<file path="config.mk">
export PLATFORM = sky130hd
export DESIGN_NAME = sleep_wakeup_queue_top_flat
export DESIGN_NICKNAME = d
export VERILOG_FILES = /design/src/rtl/core/swq_pkg.sv /design/src/rtl/core/swq_if.sv /design/src/rtl/core/sleep_wakeup_queue_top.sv /design/src/rtl/core/swq_cell.sv /design/src/flat_wrapper.sv
export SDC_FILE = /design/constraint.sdc
export NUM_CORES = 2
export LEC_CHECK = 0
export BUFFER_PORTS_ARGS = -buffer_cell sky130_fd_sc_hd__buf_2
export CAP_MARGIN = 10
export CELL_PAD_IN_SITES_DETAIL_PLACEMENT = 1
export CELL_PAD_IN_SITES_GLOBAL_PLACEMENT = 1
export CORE_MARGIN = 4
export CORE_UTILIZATION = 47
export DETAILED_ROUTE_END_ITERATION = 10
export PLACE_DENSITY = 0.8
export SLEW_MARGIN = 20
export SYNTH_ARGS = -nofsm -noshare
export SYNTH_HDL_FRONTEND = slang
export SYNTH_SLANG_ARGS = --single-unit
export TNS_END_PERCENT = 50
</file>
<file path="constraint.sdc">
create_clock -name clk -period 12.7 [get_ports clk]
set_clock_uncertainty 0.2 [all_clocks]
set_input_delay 1.27 -clock clk [delete_from_list [all_inputs] [get_ports clk]]
set_output_delay 1.27 -clock clk [all_outputs]
set_load 0.1 [all_outputs]
</file>
<file path="src/rtl/core/swq_pkg.sv">
// Shared types and codes for the sleep/wakeup queue.
// Holds the transaction payloads, status codes, cell control and FSM state.
// No dependencies.
package swq_pkg;

	localparam logic CMD_TICK  = 1'b0;
	localparam logic CMD_SLEEP = 1'b1;

	typedef enum logic [2:0] {
		ST_WOKEN  = 3'd0,
		ST_NONE   = 3'd1,
		ST_ACCEPT = 3'd2,
		ST_IGNORE = 3'd3,
		ST_FULL   = 3'd4
	} status_t;

	typedef struct packed {
		logic        cmd;
		logic        has_task;
		logic [7:0]  task_id;
		logic [31:0] duration;
	} req_t;

	typedef struct packed {
		status_t    status;
		logic [7:0] woken_task;
		logic       last;
	} rsp_t;

	typedef enum logic [2:0] {
		CELL_HOLD,
		CELL_APPEND,
		CELL_MARK,
		CELL_DROP,
		CELL_KEEP
	} cell_op_t;

	typedef struct packed {
		cell_op_t    op;
		logic [7:0]  task_id;
		logic [31:0] wake;
		logic [31:0] tick;
	} cell_ctl_t;

	typedef struct packed {
		logic        valid;
		logic        due;
		logic [7:0]  task_id;
		logic [31:0] wake;
	} cell_t;

	typedef enum logic [1:0] {
		S_IDLE,
		S_MARK,
		S_CHECK,
		S_SCAN
	} state_t;

endpackage

</file>
<file path="src/rtl/core/swq_if.sv">
// Valid/ready channel interfaces for request and response transactions.
// Depends on swq_pkg.
interface swq_req_if;
	logic          valid;
	logic          ready;
	swq_pkg::req_t data;

	modport source(output valid, output data, input ready);
	modport sink(input valid, input data, output ready);
endinterface

interface swq_rsp_if;
	logic          valid;
	logic          ready;
	swq_pkg::rsp_t data;

	modport source(output valid, output data, input ready);
	modport sink(input valid, input data, output ready);
endinterface

</file>
<file path="src/rtl/core/sleep_wakeup_queue_top.sv">
// Sleep/wakeup queue: tick counter, control FSM and the chain of task cells.
// Depends on swq_pkg, swq_if and swq_cell.
//
// Usage:
//   req carries one transaction per command: a sleep (task_id, duration,
//   has_task) or a timer tick. rsp returns status, woken_task and last.
//   A sleep gives one response, valid in the cycle after acceptance.
//   A tick increments the counter, marks due entries (S_MARK) and checks
//   for any (S_CHECK); if something is due it then walks the chain
//   through every stored entry. req.ready stays low from a tick until
//   the walk ends or, with nothing due, until the check ends.
//   Each due entry leaves the head of the chain as a response, oldest
//   first, with last set on the final one; a tick with nothing due gives a
//   single response with status none. Entries that stay are rotated back
//   to the tail, so order is kept and the chain stays packed.
//   req.ready is high only between commands and while the response
//   register is free or being drained. A stalled receiver holds the
//   response register and pauses the walk at the next due entry.
//   Reset clears the tick counter, the entry count and every cell's
//   valid flag; the block is ready in the first cycle after reset.
module sleep_wakeup_queue_top #(
	parameter int SLOTS = 16
) (
	input logic       clk,
	input logic       arst_n,
	swq_req_if.sink   req,
	swq_rsp_if.source rsp
);

	localparam int CW = $clog2(SLOTS + 1);

	swq_pkg::state_t    state_q, state_d;
	swq_pkg::cell_ctl_t ctl;
	swq_pkg::cell_t     cells [SLOTS];
	swq_pkg::cell_t     nexts [SLOTS];
	swq_pkg::cell_t     head;
	swq_pkg::rsp_t      rsp_q, rsp_d;

	logic [31:0]      tick_q;
	logic [CW-1:0]    cnt_q;
	logic [CW-1:0]    steps_q;
	logic             rsp_valid_q;
	logic             emit;
	logic             out_free;
	logic             acc;
	logic             sleep_ok;
	logic             full;
	logic             advance;
	logic             any_due;
	logic             rest_due;
	logic [SLOTS-1:0] due_v;
	logic [SLOTS-1:0] valid_v;

	genvar g;
	generate
		for (g = 0; g < SLOTS; g++) begin : g_chain
			logic prev_valid;
			if (g == 0) begin : g_head
				assign prev_valid = 1'b1;
			end else begin : g_body
				assign prev_valid = cells[g-1].valid;
			end
			if (g == SLOTS - 1) begin : g_tail
				assign nexts[g] = '0;
			end else begin : g_link
				assign nexts[g] = cells[g+1];
			end
			swq_cell u_cell (
				.clk        (clk),
				.arst_n     (arst_n),
				.ctl        (ctl),
				.prev_valid (prev_valid),
				.next       (nexts[g]),
				.cur        (cells[g])
			);
			assign due_v[g]   = cells[g].due;
			assign valid_v[g] = cells[g].valid;
		end
	endgenerate

	assign head     = cells[0];
	assign any_due  = |due_v;
	assign rest_due = |(due_v >> 1);

	assign out_free  = !rsp_valid_q || rsp.ready;
	assign req.ready = (state_q == swq_pkg::S_IDLE) && out_free;
	assign acc       = req.valid && req.ready;
	assign sleep_ok  = req.data.has_task && (req.data.duration != 32'd0);
	assign full      = (cnt_q == CW'(SLOTS));
	assign advance   = (steps_q != '0) && (!head.due || out_free);

	always_comb begin
		state_d = state_q;
		case (state_q)
			swq_pkg::S_IDLE: begin
				if (acc && req.data.cmd == swq_pkg::CMD_TICK) begin
					state_d = swq_pkg::S_MARK;
				end
			end
			swq_pkg::S_MARK: begin
				state_d = swq_pkg::S_CHECK;
			end
			swq_pkg::S_CHECK: begin
				if (any_due) begin
					state_d = swq_pkg::S_SCAN;
				end else if (out_free) begin
					state_d = swq_pkg::S_IDLE;
				end
			end
			swq_pkg::S_SCAN: begin
				if (steps_q == '0 || (advance && steps_q == CW'(1))) begin
					state_d = swq_pkg::S_IDLE;
				end
			end
			default: begin
				state_d = swq_pkg::S_IDLE;
			end
		endcase
	end

	always_comb begin
		ctl.op      = swq_pkg::CELL_HOLD;
		ctl.task_id = req.data.task_id;
		ctl.wake    = tick_q + req.data.duration;
		ctl.tick    = tick_q;
		emit        = 1'b0;
		rsp_d       = '{status: swq_pkg::ST_NONE, woken_task: 8'd0, last: 1'b1};
		case (state_q)
			swq_pkg::S_IDLE: begin
				if (acc && req.data.cmd == swq_pkg::CMD_SLEEP) begin
					emit = 1'b1;
					if (!sleep_ok) begin
						rsp_d.status = swq_pkg::ST_IGNORE;
					end else if (full) begin
						rsp_d.status = swq_pkg::ST_FULL;
					end else begin
						rsp_d.status     = swq_pkg::ST_ACCEPT;
						rsp_d.woken_task = req.data.task_id;
						ctl.op           = swq_pkg::CELL_APPEND;
					end
				end
			end
			swq_pkg::S_MARK: begin
				ctl.op = swq_pkg::CELL_MARK;
			end
			swq_pkg::S_CHECK: begin
				emit = !any_due && out_free;
			end
			swq_pkg::S_SCAN: begin
				ctl.task_id = head.task_id;
				ctl.wake    = head.wake;
				if (advance) begin
					if (head.due) begin
						ctl.op           = swq_pkg::CELL_DROP;
						emit             = 1'b1;
						rsp_d.status     = swq_pkg::ST_WOKEN;
						rsp_d.woken_task = head.task_id;
						rsp_d.last       = !rest_due;
					end else begin
						ctl.op = swq_pkg::CELL_KEEP;
					end
				end
			end
			default: begin
			end
		endcase
	end

	always_ff @(posedge clk or negedge arst_n) begin
		if (!arst_n) begin
			state_q     <= swq_pkg::S_IDLE;
			tick_q      <= 32'd0;
			cnt_q       <= '0;
			steps_q     <= '0;
			rsp_valid_q <= 1'b0;
		end else begin
			state_q <= state_d;
			if (acc && req.data.cmd == swq_pkg::CMD_TICK) begin
				tick_q <= tick_q + 32'd1;
			end
			if (ctl.op == swq_pkg::CELL_APPEND) begin
				cnt_q <= cnt_q + CW'(1);
			end else if (ctl.op == swq_pkg::CELL_DROP) begin
				cnt_q <= cnt_q - CW'(1);
			end
			if (state_q == swq_pkg::S_CHECK) begin
				steps_q <= cnt_q;
			end else if (state_q == swq_pkg::S_SCAN && advance) begin
				steps_q <= steps_q - CW'(1);
			end
			if (emit) begin
				rsp_valid_q <= 1'b1;
			end else if (rsp.ready) begin
				rsp_valid_q <= 1'b0;
			end
		end
	end

	always_ff @(posedge clk) begin
		if (emit) begin
			rsp_q <= rsp_d;
		end
	end

	assign rsp.valid = rsp_valid_q;
	assign rsp.data  = rsp_q;

`ifndef ASSERT_OFF
	a_cnt_bound: assert property (@(posedge clk) disable iff (!arst_n)
		cnt_q <= CW'(SLOTS))
		else $error("entry count beyond table size");

	a_packed: assert property (@(posedge clk) disable iff (!arst_n)
		(valid_v & SLOTS'(valid_v + 1'b1)) == '0)
		else $error("chain has a hole");

	a_cnt_match: assert property (@(posedge clk) disable iff (!arst_n)
		$countones(valid_v) == int'(cnt_q))
		else $error("entry count disagrees with valid cells");

	a_steps: assert property (@(posedge clk) disable iff (!arst_n)
		state_q == swq_pkg::S_SCAN |-> steps_q <= cnt_q)
		else $error("walk longer than the chain");

	a_no_overwrite: assert property (@(posedge clk) disable iff (!arst_n)
		rsp_valid_q && !rsp.ready |-> !emit)
		else $error("response overwritten while stalled");
`endif

endmodule

</file>
<file path="src/rtl/core/swq_cell.sv">
// One slot of the sleeping-task chain: task number, wake time, valid and due flags.
// Appends at the tail, marks due entries, shifts towards the head, and takes a kept head entry back at the tail.
// Depends on swq_pkg.
module swq_cell (
	input  logic               clk,
	input  logic               arst_n,
	input  swq_pkg::cell_ctl_t ctl,
	input  logic               prev_valid,
	input  swq_pkg::cell_t     next,
	output swq_pkg::cell_t     cur
);

	logic        valid_q, valid_d;
	logic        due_q, due_d;
	logic [7:0]  task_q, task_d;
	logic [31:0] wake_q, wake_d;

	always_comb begin
		valid_d = valid_q;
		due_d   = due_q;
		task_d  = task_q;
		wake_d  = wake_q;
		case (ctl.op)
			swq_pkg::CELL_APPEND: begin
				if (!valid_q && prev_valid) begin
					valid_d = 1'b1;
					due_d   = 1'b0;
					task_d  = ctl.task_id;
					wake_d  = ctl.wake;
				end
			end
			swq_pkg::CELL_MARK: begin
				due_d = valid_q && (wake_q <= ctl.tick);
			end
			swq_pkg::CELL_DROP: begin
				valid_d = next.valid;
				due_d   = next.due;
				task_d  = next.task_id;
				wake_d  = next.wake;
			end
			swq_pkg::CELL_KEEP: begin
				// tail cell takes the head entry back, the rest move up
				if (valid_q && !next.valid) begin
					due_d  = 1'b0;
					task_d = ctl.task_id;
					wake_d = ctl.wake;
				end else begin
					valid_d = next.valid;
					due_d   = next.due;
					task_d  = next.task_id;
					wake_d  = next.wake;
				end
			end
			default: begin
			end
		endcase
	end

	always_ff @(posedge clk or negedge arst_n) begin
		if (!arst_n) begin
			valid_q <= 1'b0;
			due_q   <= 1'b0;
		end else begin
			valid_q <= valid_d;
			due_q   <= due_d;
		end
	end

	always_ff @(posedge clk) begin
		task_q <= task_d;
		wake_q <= wake_d;
	end

	assign cur.valid   = valid_q;
	assign cur.due     = due_q;
	assign cur.task_id = task_q;
	assign cur.wake    = wake_q;

endmodule

</file>
<file path="src/flat_wrapper.sv">
// flat-port wrapper written by rule: the top's interface ports become plain ports
module sleep_wakeup_queue_top_flat 
#(
	parameter int SLOTS = 16
)
  (clk, arst_n, req_valid, req_data, req_ready, rsp_valid, rsp_data, rsp_ready);
  swq_req_if req_i ();
  swq_rsp_if rsp_i ();
  input logic clk;
  input logic arst_n;
  input wire logic [$bits(req_i.valid)-1:0] req_valid;
  input wire logic [$bits(req_i.data)-1:0] req_data;
  output wire logic [$bits(req_i.ready)-1:0] req_ready;
  output wire logic [$bits(rsp_i.valid)-1:0] rsp_valid;
  output wire logic [$bits(rsp_i.data)-1:0] rsp_data;
  input wire logic [$bits(rsp_i.ready)-1:0] rsp_ready;
  assign req_i.valid = req_valid;
  assign req_i.data = req_data;
  assign req_ready = req_i.ready;
  assign rsp_valid = rsp_i.valid;
  assign rsp_data = rsp_i.data;
  assign rsp_i.ready = rsp_ready;
  sleep_wakeup_queue_top #(.SLOTS(SLOTS)) u_core (.clk(clk), .arst_n(arst_n), .req(req_i), .rsp(rsp_i));
endmodule
</file>
* After elaboration in Yosys (flattened, before gate mapping)
Cells that the tools add are included.
** Word-level totals
- Flip-flop bits (word level) :: 729
- Bits of input ports :: 46
- Output and inout port bits :: 14
** Operators by class
- Add/subtract/negate cells :: 5
- $lt $le $gt $ge :: 16
- Equality and inequality tests :: 43
- Mux-type cells :: 175
- Bitwise logic cells :: 1
- Reduce and logical (&&, ||, !) cells :: 95
** Operators with widths (count)
- $pmux W32 S3 :: 16
- $mux W32 :: 17
- $le A32 B32 Y1 :: 16
- $pmux W8 S3 :: 16
- $mux W8 :: 19
- $ne A2 B2 Y1 const B :: 32
- $pmux W1 S4 :: 15
- $pmux W1 S3 :: 18
- $mux W1 :: 53
- $reduce_and A3 Y1 :: 16
- $logic_and A1 B1 Y1 :: 40
- $mux W40 :: 1
- $add A32 B1 Y32 const B :: 1
- $add A32 B32 Y32 :: 1
- $reduce_bool A32 Y1 :: 1
- $pmux W11 S2 :: 1
- $mux W5 :: 4
- $logic_not A1 Y1 :: 19
- $mux W3 :: 6
- $reduce_or A16 Y1 :: 1
- $reduce_or A15 Y1 :: 1
- $mux W12 :: 1
- $mux W11 :: 1
- $mux W10 :: 1
- 24 further kinds :: 38

* Depth between registers and ports, before layout
- Word-level depth :: 10
- Gate-level depth with buffers :: 14
- Mapped depth without buffers :: 13

* Hierarchy
From an unflattened synthesis, not the netlist that was laid out.
** Unflattened totals
- Cells, all modules :: 4131
- Area total of the unflattened synthesis :: 48205.0 µm²
** Modules (own cells, without submodules)
- swq_cell at u_core.g_chain[0].u_cell ... :: times used 14, cells an instance 218, area an instance 2677.6 µm², sequential area each 1251.2 µm²
- sleep_wakeup_queue_top :: times used 1, cells an instance 641, area an instance 5363.9 µm², sequential area each 1486.4 µm²
- swq_cell at u_core.g_chain[8].u_cell ... :: times used 2, cells an instance 219, area an instance 2677.6 µm², sequential area each 1251.2 µm²

* Least setup slack after synthesis
No wires, ideal clock.
- Kind :: in2reg
- Start point :: input rsp_ready
- End point :: register u_core.g_chain[0].u_cell.task_q[0], enable pin
- Data arrival time :: 12.826 ns
- Path slack :: -0.824 ns
- Stages on the path :: 9
- Cell sequence :: nand2b_1 nand4_1 a211oi_1 and2_1 and3_1 inv_1 nand2_1 buf_2 a21boi_0
** Between the ends
- Word-level cells in the longest chain between the ends :: 9
** Ends and longest elaborated chain
- from (decl) :: RTL line flat_wrapper.sv:16 : input wire logic [$bits(rsp_i.ready)-1:0] rsp_ready;
- $logic_or A1 B1 Y1 * :: RTL line sleep_wakeup_queue_top.sv:85 : assign out_free = !rsp_valid_q || rsp.ready;
- $logic_and A1 B1 Y1 :: RTL line sleep_wakeup_queue_top.sv:86 : assign req.ready = (state_q == swq_pkg::S_IDLE) && out_free;
- $logic_and A1 B1 Y1 :: RTL line sleep_wakeup_queue_top.sv:87 : assign acc = req.valid && req.ready;
- $logic_and A1 B1 Y1 :: RTL line sleep_wakeup_queue_top.sv:130 : if (acc && req.data.cmd == swq_pkg::CMD_SLEEP) begin
- $mux W3 :: RTL line sleep_wakeup_queue_top.sv:130
- $pmux W3 S3 * :: RTL line sleep_wakeup_queue_top.sv:128 : case (state_q)
- $eq A3 B1 Y1, or another cell as far along :: RTL line swq_cell.sv:23 : case (ctl.op)
- $ne A2 B2 Y1 (no line) or $reduce_bool A3 Y1 (tied branches)
- $reduce_and A2 Y1 (no line) *
- to (signal assigned) :: RTL line swq_cell.sv:70 : task_q <= task_d;
- to (decl) :: RTL line swq_cell.sv:15 : logic [7:0] task_q, task_d;
Mark *: on every way between the ends. The rest lies on a longest branch, timed or not.
A chain may end at the register's enable or synchronous reset.

* Worst setup path after layout
- Start point :: input req_data[25]
- End point :: register u_core.g_chain[13].u_cell.wake_q[0], enable pin
** Between the ends
- Word-level cells in the longest chain between the ends :: 7
** Ends and longest elaborated chain
- from (decl) :: RTL line flat_wrapper.sv:12 : input wire logic [$bits(req_i.data)-1:0] req_data;
- $reduce_bool A32 Y1 * :: RTL line sleep_wakeup_queue_top.sv:88 : assign sleep_ok = req.data.has_task && (req.data.duration != 32'd0);
- $logic_and A1 B1 Y1 * :: RTL line sleep_wakeup_queue_top.sv:88
- $mux W3 * :: RTL line sleep_wakeup_queue_top.sv:132 : if (!sleep_ok) begin
- $mux W3 * :: RTL line sleep_wakeup_queue_top.sv:130
- $pmux W3 S3 * :: RTL line sleep_wakeup_queue_top.sv:128
- $eq A3 B3 Y1, or another cell as far along :: RTL line swq_cell.sv:23
- $reduce_bool A3 Y1 (no line) *
- to (signal assigned) :: RTL line swq_cell.sv:71 : wake_q <= wake_d;
- to (decl) :: RTL line swq_cell.sv:16 : logic [31:0] wake_q, wake_d;
Marks and branches as above.

==> impl_metrics.py <==
metrics = {
    "run_status": {
        "status": "completed",
    },
    "yosys": {
        "yosysWarnings": 0,
        "synth_edf_count": 652,
        "async_flop_share_pct": 10.6,
        "synth.avg_cell_area_um2": 9.78,
        "synth_common_cells": "edfxtp_1 (652), ha_1 (555), nor2_1 (553)",
        "synthCells": 5449,
        "ys_seq_area_share_pct": 40.4,
        "ys_ff_latch": 729,
        "synth_area_leaders": "edfxtp_1 (37%), ha_1 (13%), a221o_1 (4.8%), o21ai_0 (4.7%), nor2_1 (3.9%)",
        "yosysMostFrequentCell": "edfxtp_1",
        "yosysUniqueCellTypes": 87,
        "syn_area_um2": 53300,
        "synth_top_area_share_pct": 36.8,
        "ys.flop_type": "edfxtp_1",
        "synth_nets": 6052,
        "yosysTopAreaCell": "edfxtp_1",
    },
    "drt": {
        "ant_nets": 0,
        "drt-total-wl_um": 185000,
        "vias_per_cell": 6.94,
        "wl_met2_um": 88200,
        "via_count": 47500,
        "routed.top_layer": "met4",
        "drc": 0,
        "drt-met1-wl_um": 75800,
        "detail_route.first_pass.iterations": 6,
        "routedWlPerCell_um": 27.1,
        "drtIter0Drc": 4748,
        "route.met3.wl_um": 11800,
    },
    "power_and_ir_drop": {
        "ir_drop_mv": 0.239,
        "power.leakage_nw": 20.8,
        "total_power_mw": 17.5,
        "powerDensity_nw_per_um2": 303,
    },
    "clocking": {
        "clock_latency_ns": 0.67,
        "cts_tree": "yes",
        "cts_buffers": 86,
        "htreeDepth": 3,
        "post_cts_buffers": 0,
        "cts_hold_buf": 0,
        "cts-root-buf": "clkbuf_16",
        "clock_path_buffers": 3,
        "path_clk_slew_ns": 0.06,
        "cts.sinks": 729,
        "cts_resized": 0,
    },
    "worst_setup_path": {
        "crit_buf_inv": 3,
        "cp.arrival_ns": 6.63,
        "path_common_cell": "buf_4",
        "crit_required_ns": 12.79,
        "cp_max_fo": 81,
        "path_cells": "buf_2 > nor4_1 > and4_1 > a211oi_1 > a21o_4 > and3_4 > nand2_8 > buf_4 > buf_4",
        "cp_slowest_cell": "buf_4",
        "cp-start-kind": "input pin",
        "crit_type": "in -> reg",
        "crit_family": "simple AND/OR/NAND/NOR gates",
        "crit_path_end_kind": "flop",
        "max_stage_delay_ns": 0.96,
    },
    "placed_design": {
        "pre_cts_slack_ns": 5.11,
        "io_buffers": 59,
        "hpwlAfterDp_um": 130000,
        "gp_congestion": 0.919,
    },
    "die": {
        "die-area_um2": 119000,
        "fp.dieH_um": 345,
        "start_util_pct": 47.4,
        "num_rows": 123,
        "io_pins": 60,
        "die_w_um": 345,
        "core_um2": 112000,
    },
    "timing": {
        "period_needed_ns": 6.55,
        "slew_violations": 0,
        "finalHoldViolations": 0,
        "fin_crit_sh_pct": 51.6,
        "worst_slack_ns": 6.15,
        "setup_violations": 0,
        "worst_slew_pin_slew_ns": 1.31,
        "tns_ns": 0,
        "maxSlewHeadroom_pct": 12.4,
        "rsz0062_at_grt": "false",
        "max_freq_mhz": 153,
    },
    "grt": {
        "antenna_found_initial": 2,
        "grt_pass1_vias": 48800,
        "grt_max_degree": 197,
        "grt_pass1_wl_um": 285000,
        "grtUsageTotal_pct": 30.1,
        "globalRoute.totalOverflow": 0,
    },
    "cells_and_area": {
        "fillers": 12400,
        "area_growth_pct": 8.46,
        "diodes": 0,
        "multiInputGateArea_um2": 29900,
        "layout-drive-gt1-share_pct": 8.58,
        "nNetsFinal": 5877,
        "seq_area_um2": 21500,
    },
    "job": {
        "max_cap_violations": 0,
    },
    "worst_hold_path": {
        "hold_path.class": "in -> async",
    },
}
-- metrics by stage --
step / cell area, µm² / util [%] / hold WS (ns) / std cells
finish: 57800 / 51.4 / 0.251 / 6840
global route: 57800 / 51.4 / 0.260 / 6840
CTS: 57500 / 51.1 / 0.226 / 6830
detailed placement: 54800 / 48.7 / 0.300 / 6676
global placement: 54800 / 48.7 / 0.288 / 6675
floorplan: 53300 / - / 0.266 / 5449
-- power by group --
part | switching [mW] | leakage (nW) | total (mW) | internal (mW)
combinational | 6.03 | 12.6 | 9.44 | 3.41
clock | 1.07 | 1.31 | 2.45 | 1.38
sequential | 0.981 | 6.93 | 5.64 | 4.66
total | 8.08 | 20.8 | 17.5 | 9.45
-- metal layers --
layer,track usage [%],vias up
li1,-,21100
met1,38.0,24100
met2,51.0,1913
met3,3.72,425
met4,15.2,0
met5,0,-
-- area by class of cell --
type	instances	share of cell area, %
clock inverters	35	0.492
multi-input cells	4190	51.7
clock buffers	119	4.10
repair buffers	192	2.71
well taps	1500	3.25
inverters	75	0.487
flip-flops and latches	729	37.2
-- registers in the layout, summed over array words and instances (netlist names) --
signal                         flops
u_core.rsp.data                   12
u_core.state_q                     2
u_core.steps_q                     5
u_core.tick_q                     32
u_core.rsp.valid                   1
u_core.g_chain.u_cell.due_q       16
u_core.g_chain.u_cell.wake_q     512
u_core.g_chain.u_cell.valid_q     16
u_core.g_chain.u_cell.task_q     128
u_core.cnt_q                       5
-- logic make-up after synthesis --
family / Yosys count / share of synthesized area (%)
AO/OA/AOI/OAI: 2150 / 27.7
XOR/XNOR: 51 / 0.839
adder cells (fa/ha/maj): 557 / 13.1
buffers and inverters: 530 / 4.27
flip-flops: 729 / 40.4
multiplexers: 130 / 2.53
AND/OR/NAND/NOR: 1302 / 11.2
-- placed cells by master, fill, tap and decap left out, types with 34 or more instances in the layout --
cell	instances
clkbuf_16	87
mux2i_1	92
a21o_1	125
a22oi_1	249
a21oi_1	368
nand2_1	291
a211oi_1	236
o211ai_1	52
a32oi_1	37
nor3_1	59
mux2_2	35
a221o_1	257
o21ai_1	47
dfrtp_1	77
buf_4	119
nand2b_1	34
nand4_1	128
edfxtp_1	652
nand3_1	63
ha_1	554
nor2_1	543
inv_1	74
o21ai_0	497
buf_2	58
xnor2_1	45
o21a_1	50
nor2b_1	47
-- path summary, 6_finish.rpt --
| check | endpoint | cells past startpoint | startpoint | slack (ns) |
|---|---|---|---|---|
| worst max-delay path | u_core.g_chain[13].u_cell.wake_q[0] | 9 | req_data[25] | 6.15 |
| worst min-delay path | u_core.tick_q[21] | 1 | arst_n | 0.25 |
| worst max register to register | u_core.g_chain[13].u_cell.wake_q[0] | 8 | u_core.state_q[0] | 6.48 |
| worst min register to register | u_core.tick_q[12] | 1 | u_core.tick_q[12] | 0.31 |
| max in group asynchronous | u_core.g_chain[14].u_cell.valid_q | 2 | arst_n | 10.86 |
| min in group clk | u_core.tick_q[12] | 1 | u_core.tick_q[12] | 0.31 |
No activity file was read; power rests on OpenSTA's default activity.
